[config.mk]
export PLATFORM = sky130hd
export DESIGN_NAME = arp_receive_cache_and_reply
export DESIGN_NICKNAME = d
export VERILOG_FILES = /design/src/rtl/core/arp_pkg.sv /design/src/rtl/core/arp_ram.sv /design/src/rtl/core/arp_receive_cache_and_reply.sv
export SDC_FILE = /design/constraint.sdc
export NUM_CORES = 1
export LEC_CHECK = 0
export BUFFER_PORTS_ARGS = -buffer_cell sky130_fd_sc_hd__buf_4
export CAP_MARGIN = 20
export CORE_ASPECT_RATIO = 0.75
export CORE_MARGIN = 1
export CORE_UTILIZATION = 35
export DETAILED_ROUTE_END_ITERATION = 8
export HOLD_SLACK_MARGIN = 0.02
export SKIP_CTS_REPAIR_TIMING = 1
export SYNTH_ARGS = -nofsm -noshare
export SYNTH_HDL_FRONTEND = slang
export SYNTH_SLANG_ARGS = --single-unit
[constraint.sdc]
create_clock -name clk -period 19.34 [get_ports clk]
set_input_delay 3.868 -clock clk [delete_from_list [all_inputs] [get_ports clk]]
set_output_delay 3.868 -clock clk [all_outputs]
set_load 0.005 [all_outputs]
[src/rtl/core/arp_pkg.sv]
// ----------------------------------------------------------------------------
// ARP receive package
// Word types for the packet and result channels and the protocol constants
// shared by the ARP receive cache.
// ----------------------------------------------------------------------------
`default_nettype none

package arp_pkg;

  localparam logic [15:0] HW_ETHERNET = 16'h0001;
  localparam logic [15:0] PROTO_IPV4  = 16'h0800;
  localparam logic [15:0] OP_REQUEST  = 16'h0001;
  localparam logic [15:0] OP_REPLY    = 16'h0002;

  localparam logic [1:0] ST_OK        = 2'd0;
  localparam logic [1:0] ST_BAD_HW    = 2'd1;
  localparam logic [1:0] ST_BAD_PROTO = 2'd2;
  localparam logic [1:0] ST_FULL      = 2'd3;

  // Configuration register map, decoded on address bit 3.
  localparam int          PADDR_W        = 4;
  localparam logic        REG_STATION_IP = 1'b0;

  localparam logic [31:0] STATION_IP_RST  = 32'h0200000a;
  localparam logic [47:0] STATION_MAC_RST = 48'h00504378899a;

  typedef struct packed {
    logic [15:0] hardware_type;
    logic [15:0] protocol_type;
    logic [15:0] operation;
    logic [47:0] sender_mac;
    logic [31:0] sender_ip;
    logic [31:0] target_ip;
  } arp_req_t;

  typedef struct packed {
    logic [1:0]  status;
    logic        reply_valid;
    logic [15:0] reply_operation;
    logic [47:0] reply_sender_mac;
    logic [31:0] reply_sender_ip;
    logic [47:0] reply_target_mac;
    logic [31:0] reply_target_ip;
    logic        entry_refreshed;
    logic        entry_inserted;
  } arp_rsp_t;

  // One cache entry as held in memory.
  typedef struct packed {
    logic [47:0] mac;
    logic [31:0] ip;
  } arp_entry_t;

endpackage

`default_nettype wire

[src/rtl/core/arp_ram.sv]
// ----------------------------------------------------------------------------
// Generic RAM
// Single write port, single read port, read data registered.
// ----------------------------------------------------------------------------
`default_nettype none

module arp_ram #(
  parameter int WIDTH  = 8,
  parameter int DEPTH  = 16,
  parameter int ADDR_W = (DEPTH > 1) ? $clog2(DEPTH) : 1
) (
  input  wire logic              clk,
  input  wire logic              we,
  input  wire logic [ADDR_W-1:0] waddr,
  input  wire logic [WIDTH-1:0]  wdata,
  input  wire logic [ADDR_W-1:0] raddr,
  output logic      [WIDTH-1:0]  rdata
);

  logic [WIDTH-1:0] mem [DEPTH];

  always_ff @(posedge clk) begin
    if (we) begin
      mem[waddr] <= wdata;
    end
    rdata <= mem[raddr];
  end

endmodule

`default_nettype wire

[src/rtl/core/arp_receive_cache_and_reply.sv]
// ----------------------------------------------------------------------------
// ARP receive cache and reply
// Checks received ARP packets, keeps an IP-to-MAC cache and forms replies.
// ----------------------------------------------------------------------------
// Each packet word yields exactly one result word. After acceptance a
// rejected packet goes from CHECK straight to DONE, and with an empty cache
// from CHECK to DECIDE and DONE; otherwise the cache lives in one
// single-port-read memory and is searched in SEARCH one entry per cycle up
// to the number of entries in use, then DECIDE writes the refreshed or
// inserted entry. A new packet is taken once the previous result has moved
// to the output register, even if that result has not yet been taken.
// Entries are never removed, so the cache is always filled from entry zero
// upwards and a fill count stands for the valid bits; no clearing pass is
// needed after reset.
// ----------------------------------------------------------------------------
`default_nettype none

module arp_receive_cache_and_reply
  import arp_pkg::*;
#(
  parameter int TABLE_ENTRIES = 16
) (
  input  wire logic               clk,
  input  wire logic               rst,

  input  wire logic               req_valid,
  output logic                    req_ready,
  input  wire arp_req_t           req,

  output logic                    rsp_valid,
  input  wire logic               rsp_ready,
  output arp_rsp_t                rsp,

  input  wire logic               psel,
  input  wire logic               penable,
  input  wire logic               pwrite,
  input  wire logic [PADDR_W-1:0] paddr,
  input  wire logic [63:0]        pwdata,
  output logic      [63:0]        prdata,
  output logic                    pready
);

  localparam int IDX_W = (TABLE_ENTRIES > 1) ? $clog2(TABLE_ENTRIES) : 1;
  localparam int CNT_W = IDX_W + 1;
  localparam logic [CNT_W-1:0] FULL_COUNT = CNT_W'(TABLE_ENTRIES);

  typedef enum logic [4:0] {
    S_IDLE   = 5'b00001,
    S_CHECK  = 5'b00010,
    S_SEARCH = 5'b00100,
    S_DECIDE = 5'b01000,
    S_DONE   = 5'b10000
  } state_t;

  state_t       state, state_next;
  arp_req_t     item;
  arp_rsp_t     res, res_next;
  logic [31:0]  station_ip;
  logic [47:0]  station_mac;
  logic [CNT_W-1:0] count, count_next;
  logic [IDX_W-1:0] idx, idx_next;
  logic [IDX_W-1:0] hit_idx, hit_idx_next;
  logic         found, found_next;

  logic             ram_we;
  logic [IDX_W-1:0] ram_waddr;
  logic [IDX_W-1:0] ram_raddr;
  arp_entry_t       ram_wdata;
  arp_entry_t       ram_rdata;

  logic cfg_write;
  logic to_us;
  logic want_reply;
  logic last_entry;
  logic out_free;

  // Configuration port.
  assign pready    = 1'b1;
  assign cfg_write = psel && penable && pwrite;
  assign prdata    = (paddr[3] == REG_STATION_IP) ? {32'b0, station_ip}
                                                  : {16'b0, station_mac};

  always_ff @(posedge clk) begin
    if (rst) begin
      station_ip  <= STATION_IP_RST;
      station_mac <= STATION_MAC_RST;
    end else if (cfg_write) begin
      if (paddr[3] == REG_STATION_IP) begin
        station_ip <= pwdata[31:0];
      end else begin
        station_mac <= pwdata[47:0];
      end
    end
  end

  arp_ram #(
    .WIDTH  ($bits(arp_entry_t)),
    .DEPTH  (TABLE_ENTRIES),
    .ADDR_W (IDX_W)
  ) u_table (
    .clk   (clk),
    .we    (ram_we),
    .waddr (ram_waddr),
    .wdata (ram_wdata),
    .raddr (ram_raddr),
    .rdata (ram_rdata)
  );

  assign req_ready  = (state == S_IDLE);
  assign out_free   = !rsp_valid || rsp_ready;
  assign to_us      = (item.target_ip == station_ip);
  assign want_reply = to_us && (item.operation == OP_REQUEST);
  assign last_entry = ({1'b0, idx} + CNT_W'(1)) == count;

  // A refresh rewrites the matching entry with the same IP, so both cases
  // write the sender pair as a whole word.
  assign ram_wdata = '{mac: item.sender_mac, ip: item.sender_ip};

  always_comb begin
    state_next   = state;
    res_next     = res;
    count_next   = count;
    idx_next     = idx;
    hit_idx_next = hit_idx;
    found_next   = found;
    ram_we       = 1'b0;
    ram_waddr    = hit_idx;
    ram_raddr    = idx;

    unique case (state)
      S_IDLE: begin
        if (req_valid) begin
          state_next = S_CHECK;
        end
      end

      S_CHECK: begin
        res_next   = '0;
        found_next = 1'b0;
        idx_next   = '0;
        ram_raddr  = '0;
        if (item.hardware_type != HW_ETHERNET) begin
          res_next.status = ST_BAD_HW;
          state_next      = S_DONE;
        end else if (item.protocol_type != PROTO_IPV4) begin
          res_next.status = ST_BAD_PROTO;
          state_next      = S_DONE;
        end else if (count == '0) begin
          state_next = S_DECIDE;
        end else begin
          state_next = S_SEARCH;
        end
      end

      S_SEARCH: begin
        // Read data here belongs to the entry at idx, whose read was issued in the previous cycle.
        if (ram_rdata.ip == item.sender_ip) begin
          found_next   = 1'b1;
          hit_idx_next = idx;
          state_next   = S_DECIDE;
        end else if (last_entry) begin
          state_next = S_DECIDE;
        end else begin
          idx_next  = idx + IDX_W'(1);
          ram_raddr = idx + IDX_W'(1);
        end
      end

      S_DECIDE: begin
        res_next = '0;
        if (found) begin
          ram_we                   = 1'b1;
          ram_waddr                = hit_idx;
          res_next.entry_refreshed = 1'b1;
          res_next.reply_valid     = want_reply;
        end else if (to_us) begin
          if (count == FULL_COUNT) begin
            res_next.status = ST_FULL;
          end else begin
            ram_we                  = 1'b1;
            ram_waddr               = count[IDX_W-1:0];
            count_next              = count + CNT_W'(1);
            res_next.entry_inserted = 1'b1;
            res_next.reply_valid    = want_reply;
          end
        end
        if (res_next.reply_valid) begin
          res_next.reply_operation  = OP_REPLY;
          res_next.reply_sender_mac = station_mac;
          res_next.reply_sender_ip  = item.target_ip;
          res_next.reply_target_mac = item.sender_mac;
          res_next.reply_target_ip  = item.sender_ip;
        end
        state_next = S_DONE;
      end

      S_DONE: begin
        if (out_free) begin
          state_next = S_IDLE;
        end
      end

      default: begin
        state_next = S_IDLE;
      end
    endcase
  end

  always_ff @(posedge clk) begin
    if (rst) begin
      state     <= S_IDLE;
      count     <= '0;
      rsp_valid <= 1'b0;
    end else begin
      state <= state_next;
      count <= count_next;
      if (state == S_DONE && out_free) begin
        rsp_valid <= 1'b1;
      end else if (rsp_ready) begin
        rsp_valid <= 1'b0;
      end
    end
  end

  always_ff @(posedge clk) begin
    if (req_valid && req_ready) begin
      item <= req;
    end
    if (state == S_DONE && out_free) begin
      rsp <= res;
    end
    res     <= res_next;
    idx     <= idx_next;
    hit_idx <= hit_idx_next;
    found   <= found_next;
  end

endmodule

`default_nettype wire

==> flow_summary.html <==
<table>
<tr><th>Metric</th><th>Value</th></tr>
<tr><th colspan="2">Outcome</th></tr>
<tr><td>Outcome</td><td>finished clean</td></tr>
<tr><th colspan="2">Power and ir drop</th></tr>
<tr><td>Power Dens Cells</td><td>99.2 nW/µm²</td></tr>
<tr><td>Leakage power of the design</td><td>18.5 nW</td></tr>
<tr><td>Worst ir drop on vdd</td><td>around 0.000068 V</td></tr>
<tr><td>Sum of internal, switching and leakage power</td><td>~0.0053 W</td></tr>
<tr><th colspan="2">Synth</th></tr>
<tr><td>Register bit total from synthesis</td><td>1,134</td></tr>
<tr><td>Library cell occupying the most area in the post-synthesis netlist</td><td>edfxtp_1</td></tr>
<tr><td>Synth area leaders</td><td>edfxtp_1 (68%), dfxtp_1 (5.7%), o221ai_1 (5.7%)</td></tr>
<tr><td>Post-synthesis instance total</td><td>about 3,000</td></tr>
<tr><td>Async set-reset flop share out of synthesis</td><td>0%</td></tr>
<tr><td>Top cell type's share of synthesized area</td><td>68.0%</td></tr>
<tr><td>Most numerous cell types in the synthesized netlist</td><td>edfxtp_1 (1,007), o221ai_1 (288), inv_1 (265)</td></tr>
<tr><td>Yosys synthesis warning count</td><td>0</td></tr>
<tr><td>Predominant post-synthesis flop cell</td><td>edfxtp_1</td></tr>
<tr><td>Share of the yosys chip area belonging to registers</td><td>73.7%</td></tr>
<tr><td>Netlist area before placement</td><td>about 45,000 µm²</td></tr>
<tr><td>Dominant cell by count in the synthesized netlist</td><td>edfxtp_1</td></tr>
<tr><td>Number of distinct library cells after synthesis</td><td>61</td></tr>
<tr><td>Number of enable flip-flop cells after synthesis</td><td>1,007</td></tr>
<tr><td>Synthesized area per cell</td><td>approximately 15 µm²</td></tr>
<tr><th colspan="2">Route</th></tr>
<tr><td>Average via count per standard cell</td><td>5.23</td></tr>
<tr><td>DR DRC count</td><td>0</td></tr>
<tr><td>Drt pass-1 iters</td><td>5</td></tr>
<tr><td>Total length of routed wires</td><td>between 100 and 150 mm</td></tr>
<tr><td>Average wire per cell in the routed design</td><td>23.8 µm</td></tr>
<tr><td>Post-DRT Antenna Nets</td><td>0</td></tr>
<tr><td>Initial drt markers</td><td>2,388</td></tr>
<tr><td>Detailed-route via count</td><td>26,800</td></tr>
<tr><th colspan="2">STA</th></tr>
<tr><td>Final worst clock skew</td><td>between 15 and 20 ps</td></tr>
<tr><td>Post-route fraction of the period consumed by the critical path</td><td>46.0%</td></tr>
<tr><td>Max Clock Freq</td><td>0.112 GHz</td></tr>
<tr><td>Fin. max-slew vios</td><td>0</td></tr>
<tr><td>RSZ-0062 raised after global routing</td><td>false</td></tr>
<tr><td>Number of setup violations in the final report</td><td>0</td></tr>
<tr><td>Worst Tran Pin Value</td><td>1150 ps</td></tr>
<tr><td>Post-route minimum period</td><td>8900 ps</td></tr>
<tr><td>Setup TNS after final layout</td><td>0 ps</td></tr>
<tr><td>Hold Fails Final Rpt</td><td>0</td></tr>
<tr><td>Worst-case headroom to the max-slew limit</td><td>between 20% and 30%</td></tr>
<tr><th colspan="2">Floorplanning</th></tr>
<tr><td>Die Width</td><td>414 µm</td></tr>
<tr><td>I/O pin count</td><td>a little under 500</td></tr>
<tr><td>Starting density of the core</td><td>35.5%</td></tr>
<tr><td>Core ar.</td><td>125,000 µm²</td></tr>
<tr><td>Total die area</td><td>129,000 µm²</td></tr>
<tr><td>Die H</td><td>311 µm</td></tr>
<tr><td>Row count</td><td>about 110</td></tr>
<tr><th colspan="2">GRT</th></tr>
<tr><td>Wire length of the first global-routing pass</td><td>176 mm</td></tr>
<tr><td>Initial antenna violation count</td><td>12</td></tr>
<tr><td>Total track usage</td><td>18.5%</td></tr>
<tr><td>Maximum number of pins on one net before global-route repair</td><td>154</td></tr>
<tr><td>Global-route congestion overflow total</td><td>0</td></tr>
<tr><td>Vias in the first global route</td><td>25,900</td></tr>
<tr><th colspan="2">Worst hold path</th></tr>
<tr><td>Start point of the worst hold path</td><td>res[180]</td></tr>
<tr><td>Hold Path Cell Cnt</td><td>0</td></tr>
<tr><td>Min-delay worst type</td><td>flip-flop to flip-flop</td></tr>
<tr><td>Hold Path Sink</td><td>rsp[180]</td></tr>
<tr><th colspan="2">CTS</th></tr>
<tr><td>Clock input transition at the sequential cells of the worst setup and hold paths</td><td>60 ps</td></tr>
<tr><td>CTS tree</td><td>yes</td></tr>
<tr><td>CTS Buffer Depth</td><td>3</td></tr>
<tr><td>Count of H-tree levels built during CTS</td><td>3</td></tr>
<tr><td>Skew-Pair Late Insertion Delay</td><td>710 ps</td></tr>
<tr><td>Sink count of the clock tree</td><td>1,134</td></tr>
<tr><td>CTS Root Cell</td><td>clkbuf_16</td></tr>
<tr><td>Number of CTS-inserted buffers</td><td>111</td></tr>
<tr><th colspan="2">Critical path</th></tr>
<tr><td>Data required time of the critical path</td><td>roughly 15,000 ps</td></tr>
<tr><td>Critical path fanouts, max</td><td>51</td></tr>
<tr><td>Worst Setup SP</td><td>paddr[3]</td></tr>
<tr><td>Data arrival time at the worst-slack endpoint</td><td>just over 5000 ps</td></tr>
<tr><td>Number of cells traversed by the worst register-to-register path</td><td>10</td></tr>
<tr><td>R2r endpoint</td><td>u_table.rdata[18]</td></tr>
<tr><td>Crit path launch type</td><td>primary input</td></tr>
<tr><td>R2r startpoint</td><td>item[41]</td></tr>
<tr><td>Worst setup path category</td><td>primary input to output port</td></tr>
<tr><td>Flop2flop setup slack</td><td>13,670 ps</td></tr>
<tr><td>Kind of end point of the critical path</td><td>output port</td></tr>
<tr><th colspan="2">Placement</th></tr>
<tr><td>Post-detail-place hpwl</td><td>roughly 69 mm</td></tr>
<tr><td>Number of cells in the design after placement</td><td>4,916</td></tr>
<tr><td>Routability-driven placement congestion ratio</td><td>between 0.8 and 0.9</td></tr>
<tr><td>Number of buffers added on ports</td><td>431</td></tr>
<tr><td>Placed Area</td><td>~50,000 µm²</td></tr>
<tr><th colspan="2">Layout</th></tr>
<tr><td>Final nets</td><td>about 3,600</td></tr>
<tr><td>Synthesis-to-layout area growth</td><td>19.4%</td></tr>
<tr><td>Post-route non-filler standard cell count</td><td>5,132</td></tr>
<tr><td>Final standard cell area without fillers</td><td>53,100 µm²</td></tr>
<tr><td>Filler Cell Count</td><td>11,400</td></tr>
<tr><td>Layout Utilization</td><td>42.4%</td></tr>
<tr><td>Fraction of layout instances using a drive strength above 1</td><td>22.3%</td></tr>
<tr><th colspan="2">Job</th></tr>
<tr><td>Reported max-cap violation count</td><td>0</td></tr>
</table>
## cells in the final DEF, fill, tap and decap left out, drive strengths merged, types with 7 or more instances in the layout
cell type	count
clkinv	44
clkbuf	144
mux2	34
nand4	48
nand3b	24
edfxtp	1007
buf	492
dfxtp	127
inv	270
conb	32
diode	8
nor2	32
a21oi	129
o221ai	288
o2111ai	69
o211ai	161
nor3b	7
nand2	176
bufinv	12
xnor2	36
nor3	40
and2	179
nor4	21
xor2	36
## power by group
part | switching (W) | internal (W) | total, W
logic | 0.000177 | 0.0000978 | 0.000275
clock network | 0.000940 | 0.00128 | 0.00222
registers | 0.0000453 | 0.00273 | 0.00277
total | 0.00116 | 0.00411 | 0.00527
## how the worst max path moves through the flow
stage	endpoint
after floorplan	rsp[0]
after global placement	prdata[16]
after detailed placement	prdata[16]
after global routing	prdata[16]
after CTS	prdata[16]
final	prdata[16]
## area by class of cell
class / count / area, µm² / share of cell area (%)
inverters: 266 / 998 / 1.88
clock buffers: 144 / 3090 / 5.81
multi-input cells: 1371 / 9820 / 18.5
clock inverters: 64 / 638 / 1.20
well taps: 1653 / 2070 / 3.89
flip-flops and latches: 1134 / 32800 / 61.7
repair buffers: 492 / 3710 / 6.98
diodes: 8 / 20.0 / 0.0377
## worst max-delay path, stage by stage
cell    delay [ps]
buf_4          530
mux2_2         410
buf_4          150
## metal layers
| metal | track usage (%) | up-vias | wire length, µm | share of wire (%) |
|---|---|---|---|---|
| met5 | 0 | - | 24 | 0.020 |
| met3 | 4.40 | 246 | 8590 | 7.0 |
| met4 | 7.47 | 4 | 4610 | 3.8 |
| li1 | - | 12200 | - | - |
| met2 | 29.1 | 889 | 57800 | 47 |
| met1 | 24.6 | 13400 | 51200 | 42 |
## through the flow
stage               setup slack (ps)  hold slack [ps]
detailed placement             10440              405
global placement               10460              400
CTS                            10440              405
finish                         10440              406
global route                   10410              414
floorplan                       7370              400
## cell families (layout without fill, tap and decap cells)
kind of cell / after synthesis / count (layout) / synth area share (%)
flip-flops: 1134 / 1134 / 73.7
AO/OA/AOI/OAI: 671 / 671 / 11.7
AND/OR/NAND/NOR: 555 / 555 / 7.07
buffers and inverters: 540 / 966 / 5.08
XOR/XNOR: 73 / 73 / 1.47
multiplexers: 37 / 37 / 0.936
adder cells (fa/ha/maj): 3 / 3 / 0.0844
other: 2 / 40 / 0.0169
## state kept, by name, indices dropped and copies added (netlist names), 5 cells and up
| name | flops |
|---|---|
| count | 5 |
| item | 160 |
| res | 165 |
| rsp | 165 |
| state | 5 |
| station_ip | 32 |
| station_mac | 48 |
| u_table.mem | 512 |
| u_table.rdata | 32 |
(Power assumes the default switching activity.)
